--- src/rtl/bsrc_pkg.sv ---
`default_nettype none
package bsrc_pkg;
    localparam int PROCS       = 8;
    localparam int RESOURCES   = 4;
    localparam int COUNT_WIDTH = 16;
    localparam int PW          = $clog2(PROCS);
    localparam int RW          = (RESOURCES > 1) ? $clog2(RESOURCES) : 1;
    localparam int WORK_WIDTH  = COUNT_WIDTH + PW + 3;

    localparam logic [2:0] REQ_LOAD_MAX   = 3'd0;
    localparam logic [2:0] REQ_LOAD_ALLOC = 3'd1;
    localparam logic [2:0] REQ_LOAD_AVAIL = 3'd2;
    localparam logic [2:0] REQ_CHECK      = 3'd3;
    localparam logic [2:0] REQ_REQUEST    = 3'd4;

    localparam logic [1:0] ST_SAFE   = 2'd0;
    localparam logic [1:0] ST_UNSAFE = 2'd1;
    localparam logic [1:0] ST_DENIED = 2'd2;

    typedef struct packed {
        logic [2:0]  req_type;
        logic [2:0]  proc;
        logic [1:0]  res;
        logic [15:0] value;
        logic [15:0] amount_0;
        logic [15:0] amount_1;
        logic [15:0] amount_2;
        logic [15:0] amount_3;
    } t_in_item;

    typedef struct packed {
        logic [1:0] status;
        logic [2:0] seq_proc;
        logic [2:0] seq_pos;
        logic       last;
    } t_out_item;
endpackage
`default_nettype wire

--- src/rtl/bsrc_if.sv ---
`default_nettype none
interface bsrc_in_if;
    logic                valid;
    logic                ready;
    bsrc_pkg::t_in_item  data;
    modport source (output valid, output data, input ready);
    modport sink   (input valid, input data, output ready);
endinterface

interface bsrc_out_if;
    logic                valid;
    logic                ready;
    bsrc_pkg::t_out_item data;
    modport source (output valid, output data, input ready);
    modport sink   (input valid, input data, output ready);
endinterface
`default_nettype wire

--- src/rtl/bankers_safety_and_request_check.sv ---
// Banker's algorithm safety and request checker.
// Input channel i_in carries one item per handshake: a load (max claim,
// allocation or available), a safety check or a resource request.
// Output channel o_out returns results: a safe state gives PROCS items,
// one per position of the safe sequence, last set on the final one; an
// unsafe state or a denied request gives a single item with last set.
// Loads give no result: an available load frees the input the next cycle,
// a max claim or allocation load after its load stage (merge, write back).
// Max claim and allocation sit in RAMs, one row per process (all resources
// of a process side by side), with a registered read. No clearing pass is
// needed: reset clears a row-valid bit per process, an invalid row reads zero.
// A check scans rows in index order, each row in a read state and an
// evaluate state, for at most PROCS passes. An unsafe result is set by the
// last evaluate state, a safe one goes through the emit state first; a
// request first reads and evaluates its own row for the deny test, and a
// denial from it is set by that evaluate state. Results sit in an output
// register, one per cycle while the receiver takes them; while it stalls the
// block holds the result and accepts nothing new. Synchronous reset clears
// the FSM, valid flags and available counts; the tables read back as zero.
`default_nettype none
module bankers_safety_and_request_check (
    input wire logic i_clk,
    input wire logic i_rst_n,
    bsrc_in_if.sink    i_in,
    bsrc_out_if.source o_out
);
    import bsrc_pkg::*;

    localparam int ROW_W = RESOURCES * COUNT_WIDTH;

    localparam logic [2:0] S_IDLE = 3'd0;
    localparam logic [2:0] S_RD   = 3'd1;
    localparam logic [2:0] S_EVAL = 3'd2;
    localparam logic [2:0] S_EMIT = 3'd3;
    localparam logic [2:0] S_ONE  = 3'd4;

    logic [2:0] r_state, n_state;

    // Row RAMs: max claim and allocation, indexed by process.
    logic             ram_we_max, ram_we_alloc;
    logic [PW-1:0]    ram_waddr, ram_raddr;
    logic [ROW_W-1:0] ram_wmax, ram_walloc, max_row_raw, alloc_row_raw;

    bsrc_table_ram #(.DEPTH(PROCS), .WIDTH(ROW_W)) u_max (
        .i_clk(i_clk), .i_we(ram_we_max), .i_waddr(ram_waddr), .i_wdata(ram_wmax),
        .i_raddr(ram_raddr), .o_rdata(max_row_raw));
    bsrc_table_ram #(.DEPTH(PROCS), .WIDTH(ROW_W)) u_alloc (
        .i_clk(i_clk), .i_we(ram_we_alloc), .i_waddr(ram_waddr),
        .i_wdata(ram_walloc), .i_raddr(ram_raddr), .o_rdata(alloc_row_raw));

    logic [PROCS-1:0] r_max_vld, r_alloc_vld;
    logic             r_rd_vld_max, r_rd_vld_alloc;
    logic [COUNT_WIDTH-1:0] r_avail [RESOURCES];

    // Single-entry loads read the row, merge and write back. The row is
    // read while idle at i_in.data.proc; a load stage (r_ld) does the merge.
    logic             r_ld;
    logic [2:0]       r_ld_type;
    logic [PW-1:0]    r_ld_proc;
    logic [RW-1:0]    r_ld_res;
    logic [COUNT_WIDTH-1:0] r_ld_val;

    // Check context.
    logic              r_is_req;
    logic [PW-1:0]     r_req_proc;
    logic [COUNT_WIDTH-1:0] r_req [RESOURCES];
    logic signed [WORK_WIDTH-1:0] r_work [RESOURCES];
    logic [PROCS-1:0]  r_done;
    logic [PW-1:0]     r_order [PROCS];
    logic [PW:0]       r_count;
    logic [PW-1:0]     r_p;
    logic              r_progress;
    logic              r_first;     // first row eval of a request: deny test
    logic [PW-1:0]     r_emit;
    t_out_item         r_out;
    logic              r_out_vld;

    logic [ROW_W-1:0] max_row, alloc_row;
    assign max_row   = r_rd_vld_max   ? max_row_raw   : '0;
    assign alloc_row = r_rd_vld_alloc ? alloc_row_raw : '0;

    logic accept;
    assign i_in.ready = (r_state == S_IDLE) && !r_ld && !r_out_vld;
    assign accept     = i_in.valid && i_in.ready;

    logic in_proc_ok, in_res_ok;
    assign in_proc_ok = ({1'b0, i_in.data.proc} < 4'(PROCS));
    assign in_res_ok  = ({1'b0, i_in.data.res} < 3'(RESOURCES));

    logic [15:0] in_amt [4];
    assign in_amt[0] = i_in.data.amount_0;
    assign in_amt[1] = i_in.data.amount_1;
    assign in_amt[2] = i_in.data.amount_2;
    assign in_amt[3] = i_in.data.amount_3;

    // Row evaluation: need (with request applied on the requesting row).
    logic signed [WORK_WIDTH-1:0] alloc_e [RESOURCES];
    logic signed [WORK_WIDTH-1:0] need_e  [RESOURCES];
    logic fits, deny;
    always_comb begin
        fits = !r_done[r_p];
        deny = 1'b0;
        for (int r = 0; r < RESOURCES; r++) begin
            alloc_e[r] = WORK_WIDTH'(alloc_row[r*COUNT_WIDTH +: COUNT_WIDTH]);
            need_e[r]  = WORK_WIDTH'(max_row[r*COUNT_WIDTH +: COUNT_WIDTH])
                         - alloc_e[r];
            if (r_is_req && r_p == r_req_proc) begin
                // Deny on the stored need, which may be negative.
                if ($signed(WORK_WIDTH'(r_req[r])) > need_e[r] ||
                    r_req[r] > r_avail[r])
                    deny = 1'b1;
                alloc_e[r] = alloc_e[r] + $signed(WORK_WIDTH'(r_req[r]));
                need_e[r]  = need_e[r]  - $signed(WORK_WIDTH'(r_req[r]));
            end
            if (need_e[r] > r_work[r]) fits = 1'b0;
        end
    end

    // Pass bookkeeping for the row under evaluation.
    logic [PW:0] eval_cnt;
    logic        eval_prog, pass_end;
    assign eval_cnt  = r_count + (PW+1)'(fits);
    assign eval_prog = r_progress || fits;
    assign pass_end  = ({1'b0, r_p} == (PW+1)'(PROCS - 1));

    // RAM ports.
    always_comb begin
        ram_raddr    = r_p;
        ram_waddr    = r_ld_proc;
        ram_wmax     = max_row;
        ram_walloc   = alloc_row;
        ram_we_max   = 1'b0;
        ram_we_alloc = 1'b0;
        if (r_state == S_IDLE && !r_ld) ram_raddr = i_in.data.proc[PW-1:0];
        if (r_ld) begin
            ram_wmax[r_ld_res*COUNT_WIDTH +: COUNT_WIDTH]   = r_ld_val;
            ram_walloc[r_ld_res*COUNT_WIDTH +: COUNT_WIDTH] = r_ld_val;
            ram_we_max   = (r_ld_type == REQ_LOAD_MAX);
            ram_we_alloc = (r_ld_type == REQ_LOAD_ALLOC);
        end
    end

    always_comb begin
        n_state = r_state;
        unique case (r_state)
            S_IDLE: if (accept) begin
                if (i_in.data.req_type == REQ_CHECK) n_state = S_RD;
                else if (i_in.data.req_type == REQ_REQUEST)
                    n_state = in_proc_ok ? S_RD : S_ONE;
            end
            S_RD:   n_state = S_EVAL;
            S_EVAL: begin
                if (r_first && r_is_req) n_state = deny ? S_ONE : S_RD;
                else if (pass_end && eval_cnt == (PW+1)'(PROCS)) n_state = S_EMIT;
                else if (pass_end && !eval_prog) n_state = S_ONE;
                else n_state = S_RD;
            end
            S_EMIT: if (o_out.ready && r_out_vld && r_out.last) n_state = S_IDLE;
            S_ONE:  if (o_out.ready && r_out_vld) n_state = S_IDLE;
            default: n_state = S_IDLE;
        endcase
    end

    always_ff @(posedge i_clk) begin
        if (!i_rst_n) begin
            r_state     <= S_IDLE;
            r_max_vld   <= '0;
            r_alloc_vld <= '0;
            r_ld        <= 1'b0;
            r_out_vld   <= 1'b0;
            r_rd_vld_max   <= 1'b0;
            r_rd_vld_alloc <= 1'b0;
            for (int r = 0; r < RESOURCES; r++) r_avail[r] <= '0;
        end else begin
            r_state <= n_state;
            r_rd_vld_max   <= r_max_vld[ram_raddr];
            r_rd_vld_alloc <= r_alloc_vld[ram_raddr];
            r_ld <= accept && in_proc_ok && in_res_ok &&
                    (i_in.data.req_type == REQ_LOAD_MAX ||
                     i_in.data.req_type == REQ_LOAD_ALLOC);
            if (o_out.ready && r_out_vld && r_state != S_EMIT) r_out_vld <= 1'b0;

            if (r_ld) begin
                if (r_ld_type == REQ_LOAD_MAX)   r_max_vld[r_ld_proc]   <= 1'b1;
                if (r_ld_type == REQ_LOAD_ALLOC) r_alloc_vld[r_ld_proc] <= 1'b1;
            end

            unique case (r_state)
                S_IDLE: if (accept) begin
                    r_is_req   <= (i_in.data.req_type == REQ_REQUEST);
                    r_req_proc <= i_in.data.proc[PW-1:0];
                    for (int r = 0; r < RESOURCES; r++) begin
                        r_req[r]  <= COUNT_WIDTH'(in_amt[r]);
                        r_work[r] <= WORK_WIDTH'(r_avail[r]) -
                            ((i_in.data.req_type == REQ_REQUEST) ?
                             WORK_WIDTH'(in_amt[r]) : '0);
                    end
                    r_done     <= '0;
                    r_count    <= '0;
                    r_progress <= 1'b0;
                    r_first    <= 1'b1;
                    r_emit     <= '0;
                    // A request reads its own row first for the deny test.
                    r_p <= (i_in.data.req_type == REQ_REQUEST) ?
                           i_in.data.proc[PW-1:0] : '0;
                    unique case (i_in.data.req_type)
                        REQ_LOAD_MAX, REQ_LOAD_ALLOC: begin
                            r_ld_type <= i_in.data.req_type;
                            r_ld_proc <= i_in.data.proc[PW-1:0];
                            r_ld_res  <= i_in.data.res[RW-1:0];
                            r_ld_val  <= COUNT_WIDTH'(i_in.data.value);
                        end
                        REQ_LOAD_AVAIL: if (in_res_ok)
                            r_avail[i_in.data.res[RW-1:0]] <= COUNT_WIDTH'(i_in.data.value);
                        REQ_REQUEST: if (!in_proc_ok) begin
                            r_out     <= '{status: ST_DENIED, seq_proc: '0,
                                           seq_pos: '0, last: 1'b1};
                            r_out_vld <= 1'b1;
                        end
                        default: ;
                    endcase
                end
                S_EVAL: begin
                    if (r_first && r_is_req) begin
                        r_first <= 1'b0;
                        r_p     <= '0;
                        if (deny) begin
                            r_out     <= '{status: ST_DENIED, seq_proc: '0,
                                           seq_pos: '0, last: 1'b1};
                            r_out_vld <= 1'b1;
                        end
                    end else begin
                        if (fits) begin
                            for (int r = 0; r < RESOURCES; r++)
                                r_work[r] <= r_work[r] + alloc_e[r];
                            r_done[r_p]              <= 1'b1;
                            r_order[r_count[PW-1:0]] <= r_p;
                        end
                        r_count <= eval_cnt;
                        if (pass_end) begin
                            r_p        <= '0;
                            r_progress <= 1'b0;
                            // A pass that finishes nobody leaves the state unsafe.
                            if (eval_cnt != (PW+1)'(PROCS) && !eval_prog) begin
                                r_out     <= '{status: ST_UNSAFE, seq_proc: '0,
                                               seq_pos: '0, last: 1'b1};
                                r_out_vld <= 1'b1;
                            end
                        end else begin
                            r_p        <= r_p + 1'b1;
                            r_progress <= eval_prog;
                        end
                    end
                end
                S_EMIT: if (!r_out_vld || o_out.ready) begin
                    if (!(r_out_vld && r_out.last)) begin
                        r_out <= '{status: ST_SAFE,
                                   seq_proc: 3'(r_order[r_emit]),
                                   seq_pos: 3'(r_emit),
                                   last: ({1'b0, r_emit} == (PW+1)'(PROCS - 1))};
                        r_out_vld <= 1'b1;
                        r_emit    <= r_emit + 1'b1;
                    end else begin
                        r_out_vld <= 1'b0;
                    end
                end
                default: ;
            endcase
        end
    end

    assign o_out.valid = r_out_vld;
    assign o_out.data  = r_out;
endmodule
`default_nettype wire

--- src/rtl/bsrc_table_ram.sv ---
`default_nettype none
module bsrc_table_ram #(
    parameter int DEPTH = 32,
    parameter int WIDTH = 16
) (
    input  wire logic                     i_clk,
    input  wire logic                     i_we,
    input  wire logic [$clog2(DEPTH)-1:0] i_waddr,
    input  wire logic [WIDTH-1:0]         i_wdata,
    input  wire logic [$clog2(DEPTH)-1:0] i_raddr,
    output      logic [WIDTH-1:0]         o_rdata
);
    logic [WIDTH-1:0] r_mem [DEPTH];

    always_ff @(posedge i_clk) begin
        if (i_we) r_mem[i_waddr] <= i_wdata;
        o_rdata <= r_mem[i_raddr];
    end
endmodule
`default_nettype wire

--- src/flat_wrapper.sv ---
// flat-port wrapper written by rule: the top's interface ports become plain ports
module bankers_safety_and_request_check_flat import bsrc_pkg::*;
  (i_clk, i_rst_n, i_in_valid, i_in_data, i_in_ready, o_out_valid, o_out_data, o_out_ready);
  bsrc_in_if i_in_i ();
  bsrc_out_if o_out_i ();
  input wire logic i_clk;
  input wire logic i_rst_n;
  input wire logic [$bits(i_in_i.valid)-1:0] i_in_valid;
  input wire logic [$bits(i_in_i.data)-1:0] i_in_data;
  output wire logic [$bits(i_in_i.ready)-1:0] i_in_ready;
  output wire logic [$bits(o_out_i.valid)-1:0] o_out_valid;
  output wire logic [$bits(o_out_i.data)-1:0] o_out_data;
  input wire logic [$bits(o_out_i.ready)-1:0] o_out_ready;
  assign i_in_i.valid = i_in_valid;
  assign i_in_i.data = i_in_data;
  assign i_in_ready = i_in_i.ready;
  assign o_out_valid = o_out_i.valid;
  assign o_out_data = o_out_i.data;
  assign o_out_i.ready = o_out_ready;
  bankers_safety_and_request_check u_core (.i_clk(i_clk), .i_rst_n(i_rst_n), .i_in(i_in_i), .o_out(o_out_i));
endmodule
--- config.mk ---
export PLATFORM = sky130hd
export DESIGN_NAME = bankers_safety_and_request_check_flat
export DESIGN_NICKNAME = d
export VERILOG_FILES = /design/src/rtl/bsrc_pkg.sv /design/src/rtl/bsrc_if.sv /design/src/rtl/bankers_safety_and_request_check.sv /design/src/rtl/bsrc_table_ram.sv /design/src/flat_wrapper.sv
export SDC_FILE = /design/constraint.sdc
export NUM_CORES = 2
export LEC_CHECK = 0
export CORE_UTILIZATION = 60
export DETAILED_ROUTE_END_ITERATION = 6
export DONT_BUFFER_PORTS = 1
export HOLD_SLACK_MARGIN = 0.08
export PLACE_DENSITY = 0.76
export SLEW_MARGIN = 20
export SYNTH_ARGS = -nofsm -noshare
export SYNTH_HDL_FRONTEND = slang
export SYNTH_SLANG_ARGS = --single-unit
--- constraint.sdc ---
create_clock -name i_clk -period 17.9 [get_ports i_clk]
set_input_delay 0.895 -clock i_clk [delete_from_list [all_inputs] [get_ports i_clk]]
set_output_delay 0.895 -clock i_clk [all_outputs]
set_load 0.1 [all_outputs]
==> parameters.txt <==
Parameter                              Value

Outcome
  Run status    complete, but fails checks
  Violations in the final reports    DRC

Global route
  Wire length of the first global-routing pass    290000 um
  Total routing usage reported by global routing    0.311
  GR Overflow Total    0
  Number of antenna violations at the first check in global routing    22
  Largest net degree at the start of global routing    165
  Via count of the first global-routing pass    46200

Route
  Antenna Nets Post-Route    0
  Top routing layer in use    met5
  Wire per inst    26.1 um
  Length of routed met2 wiring    87100 um
  Number of design-rule violations left by the first detailed-router iteration    6206
  Length of routed met3 wiring    23400 um
  First-pass iteration count of the detailed router    7
  Vias per inst    6.42
  Total number of vias    48300
  Drt drc    2
  Drt total wl    196000 um
  Wire length the detailed router placed on met1    78400 um

Synthesis
  Post-synthesis async set-or-reset flop share    0
  Multiplexer area fraction after synthesis    0.104
  Number of synthesized flops with an enable pin    1321
  Sequential-to-total area share from yosys stat    0.572
  Post-synth top area cell    edfxtp_1
  Syn Nets    6289
  FF+latch count, synth    1475
  Synthesized instance count    5691
  Proportion of netlist area held by the largest area contributor    0.531
  Post-Syn Area per Cell    13.1 sq um
  Synthesized cell area    0.0747 sq mm
  Main synth FF type    edfxtp_1
  Compound-cell area share of the yosys netlist    0.0888
  Dominant cells by area after synthesis    edfxtp_1, ha_1, mux4_2
  Post-synthesis share of cell area spent on xor and xnor gates    0.0323
  Synth Warn #    0
  Unique cell type count in the Yosys netlist    98
  Simple-gate area share of the yosys netlist    0.0845
  Combinational family with the most area after synthesis    multiplexers
  Adder-cell area share of the yosys netlist    0.0869

Timing
  Minimum setup slack in the final design    8.08 ns
  Number of slew-limit violations in the final report    0
  Maximum clock rate    102 MHz
  Time the worst path needs with I/O delays and setup    9.82 ns
  Final cycle utilization of the critical path    0.548
  Final Hold Slack    0.180 ns
  Final Skew    0.0319 ns
  Number of endpoints with negative hold slack in the final report    0
  Setup repair after global routing missed its margin    no
  Count of final setup violators    0
  Headroom to the max-slew limit    0.146
  Worst-margin pin slew    1.27 ns
  Setup_tns    0 ns

Floorplanning
  Die Ht    355 um
  Starting density of the core    0.604
  Chip width    355 um
  Top-Level Pins    103
  Core footprint    0.124 sq mm
  Die Outline Area    0.126 sq mm
  Total number of placement rows    129

Power
  Maximum resistive drop on vdd    0.000104 V
  Leak    28.9 nW
  Power, Total    7.44 mW
  Power density over the cells    91.0 mW/mm^2

CTS
  CTS-repair resized insts    0
  Number of CTS-inserted buffers    146
  Later-pin clock latency in the skew report    0.79 ns
  Clock Tree Root    clkbuf_16
  Count of hold buffers inserted by post-cts repair    0
  H-tree depth reported by CTS    4
  Total clock sinks    1475
  Number of buffers added for setup after CTS    0
  Clock tree from TritonCTS    yes
  Number of buffers between clock root and the deepest sink    3
  Clock-pin slew on the worst setup and hold paths    0.06 ns

Job
  Number of maximum-capacitance violations    0

Worst hold path
  Class of the most critical hold timing path    in2reg
  Cell depth of the worst hold path    1

Setup path
  Slowest cell delay on critical path    0.83 ns
  Critical path fanouts, max    35
  Worst Reg-to-Reg Cells    38
  Cell type of the slowest stage on the worst timing path    mux2i_1
  Most prevalent standard cell on the critical path    ha_1
  CP startpoint kind    flop
  Critical Path RT    18.29 ns
  Startpoint-to-endpoint class of the critical path    reg2reg
  Arrival time of data at the critical path endpoint    10.21 ns
  Crit path capture type    flop

Placed design
  Half-perimeter wire length after placement    129000 um
  Total of buffers placed on input and output ports    0
  Placer Congestion    0.936
  Pre-CTS setup slack    8.28 ns

Finish
  Nets    6318
  Final Util    0.661
  FILL cells    8589
  Area grow syn2layout    9.37%
  Share of post-route cells with drive strength above 1    0.131
==> placed cells by master, fill, tap and decap left out, types with 45 or more instances in the layout <==
cell type / netlist / layout
a21o_1: 88 / 88
a21oi_1: 221 / 221
and2_1: 74 / 73
and3_1: 45 / 45
buf_4: 4 / 51
clkbuf_16: 0 / 150
dfxtp_1: 154 / 152
diode_2: 0 / 51
edfxtp_1: 1321 / 1321
ha_1: 486 / 486
inv_1: 422 / 422
mux2_2: 141 / 141
mux4_2: 268 / 268
nand2_1: 566 / 565
nand3_1: 88 / 88
nor2_1: 237 / 225
nor3_1: 96 / 91
o21a_1: 64 / 64
o21ai_0: 397 / 391
xnor2_1: 189 / 189
xor2_1: 87 / 87
==> metal layers <==
layer  global-route usage  vias to the layer above
met1                0.446                    23600
met3               0.0703                      376
li1                     -                    21500
met5                    0                        -
met4                0.121                        8
met2                0.464                     2825
==> state kept, by name (all words and copies together) (netlist names), 9 cells and up, named ones only <==
register	count
u_core.o_out.data	9
u_core.r_avail	64
u_core.r_ld_val	16
u_core.r_order	24
u_core.r_req	64
u_core.r_work	88
u_core.u_alloc.o_rdata	64
u_core.u_alloc.r_mem	512
u_core.u_max.o_rdata	64
u_core.u_max.r_mem	512
==> logic make-up after synthesis <==
| kind of cell | after synthesis |
|---|---|
| adders and majority gates | 507 |
| xor gates and xnor gates | 276 |
| buffers and inverters | 597 |
| DFF | 1475 |
| muxes | 425 |
| and+or+nand+nor | 1339 |
| AOI/OAI and AO/OA | 1072 |
==> stage by stage <==
step	std cells	area, sq um
finish	7526	81700
global route	7498	81700
CTS	7475	81600
detailed placement	7209	76700
global placement	7209	76700
floorplan	5691	74700
==> cells in the mapped netlist (9+ instances only) <==
| master | count |
|---|---|
| a211o_1 | 13 |
| a211oi_1 | 25 |
| a21boi_0 | 11 |
| a21o_1 | 88 |
| a21oi_1 | 221 |
| a31oi_1 | 36 |
| and2_1 | 74 |
| and3_1 | 45 |
| buf_1 | 19 |
| buf_2 | 24 |
| clkbuf_1 | 122 |
| dfxtp_1 | 154 |
| edfxtp_1 | 1321 |
| fa_1 | 20 |
| ha_1 | 486 |
| inv_1 | 422 |
| mux2_2 | 141 |
| mux2i_1 | 14 |
| mux4_2 | 268 |
| nand2_1 | 566 |
| nand2b_1 | 44 |
| nand3_1 | 88 |
| nand4_1 | 35 |
| nor2_1 | 237 |
| nor2b_1 | 45 |
| nor3_1 | 96 |
| nor4_1 | 11 |
| o2111ai_1 | 9 |
| o211ai_1 | 23 |
| o21a_1 | 64 |
| o21ai_0 | 397 |
| o21ai_1 | 21 |
| o21bai_1 | 27 |
| o31ai_1 | 33 |
| o41ai_1 | 10 |
| or2_2 | 24 |
| or3_1 | 22 |
| xnor2_1 | 189 |
| xor2_1 | 87 |
==> power by group <==
group / switching (mW) / leakage [nW] / internal [mW] / total (mW)
clock network: 1.34 / 2.38 / 1.80 / 3.14
logic: 0.280 / 14.9 / 0.210 / 0.489
registers: 0.0471 / 11.6 / 3.76 / 3.81
total: 1.67 / 28.9 / 5.77 / 7.44
==> final timing paths <==
kind	to	startpoint	slack, ns
min	u_core.r_ld	i_in_data[86]	0.18
max reg2reg	u_core.o_out.data[0]	u_core.r_rd_vld_alloc	8.08
max	u_core.o_out.data[0]	u_core.r_rd_vld_alloc	8.08
min reg2reg	u_core.r_alloc_vld[5]	u_core.r_alloc_vld[5]	0.46
==> worst max-delay path: cells and delay by family, from the launching register on <==
| kind | cells | cell delay, ns |
|---|---|---|
| flip-flops | 1 | 0.32 |
| buffers and inverters | 4 | 1.17 |
| adder cells (fa/ha/maj) | 7 | 1.97 |
| XOR/XNOR | 2 | 0.27 |
| multiplexers | 2 | 1.10 |
| AO/OA/AOI/OAI | 11 | 2.44 |
| AND/OR/NAND/NOR | 12 | 2.12 |
==> final cells by class <==
class / count / area, sq um / area share
diodes: 51 / 128 / 0.00156
clock buffers: 196 / 4070 / 0.0498
clock inverters: 70 / 845 / 0.0103
inverters: 423 / 1590 / 0.0194
multi-input cells: 3619 / 29800 / 0.365
flip-flops and latches: 1475 / 42800 / 0.523
well taps: 1637 / 2050 / 0.0251
repair buffers: 55 / 463 / 0.00566
Note: power is estimated with default switching activity, not from simulation.
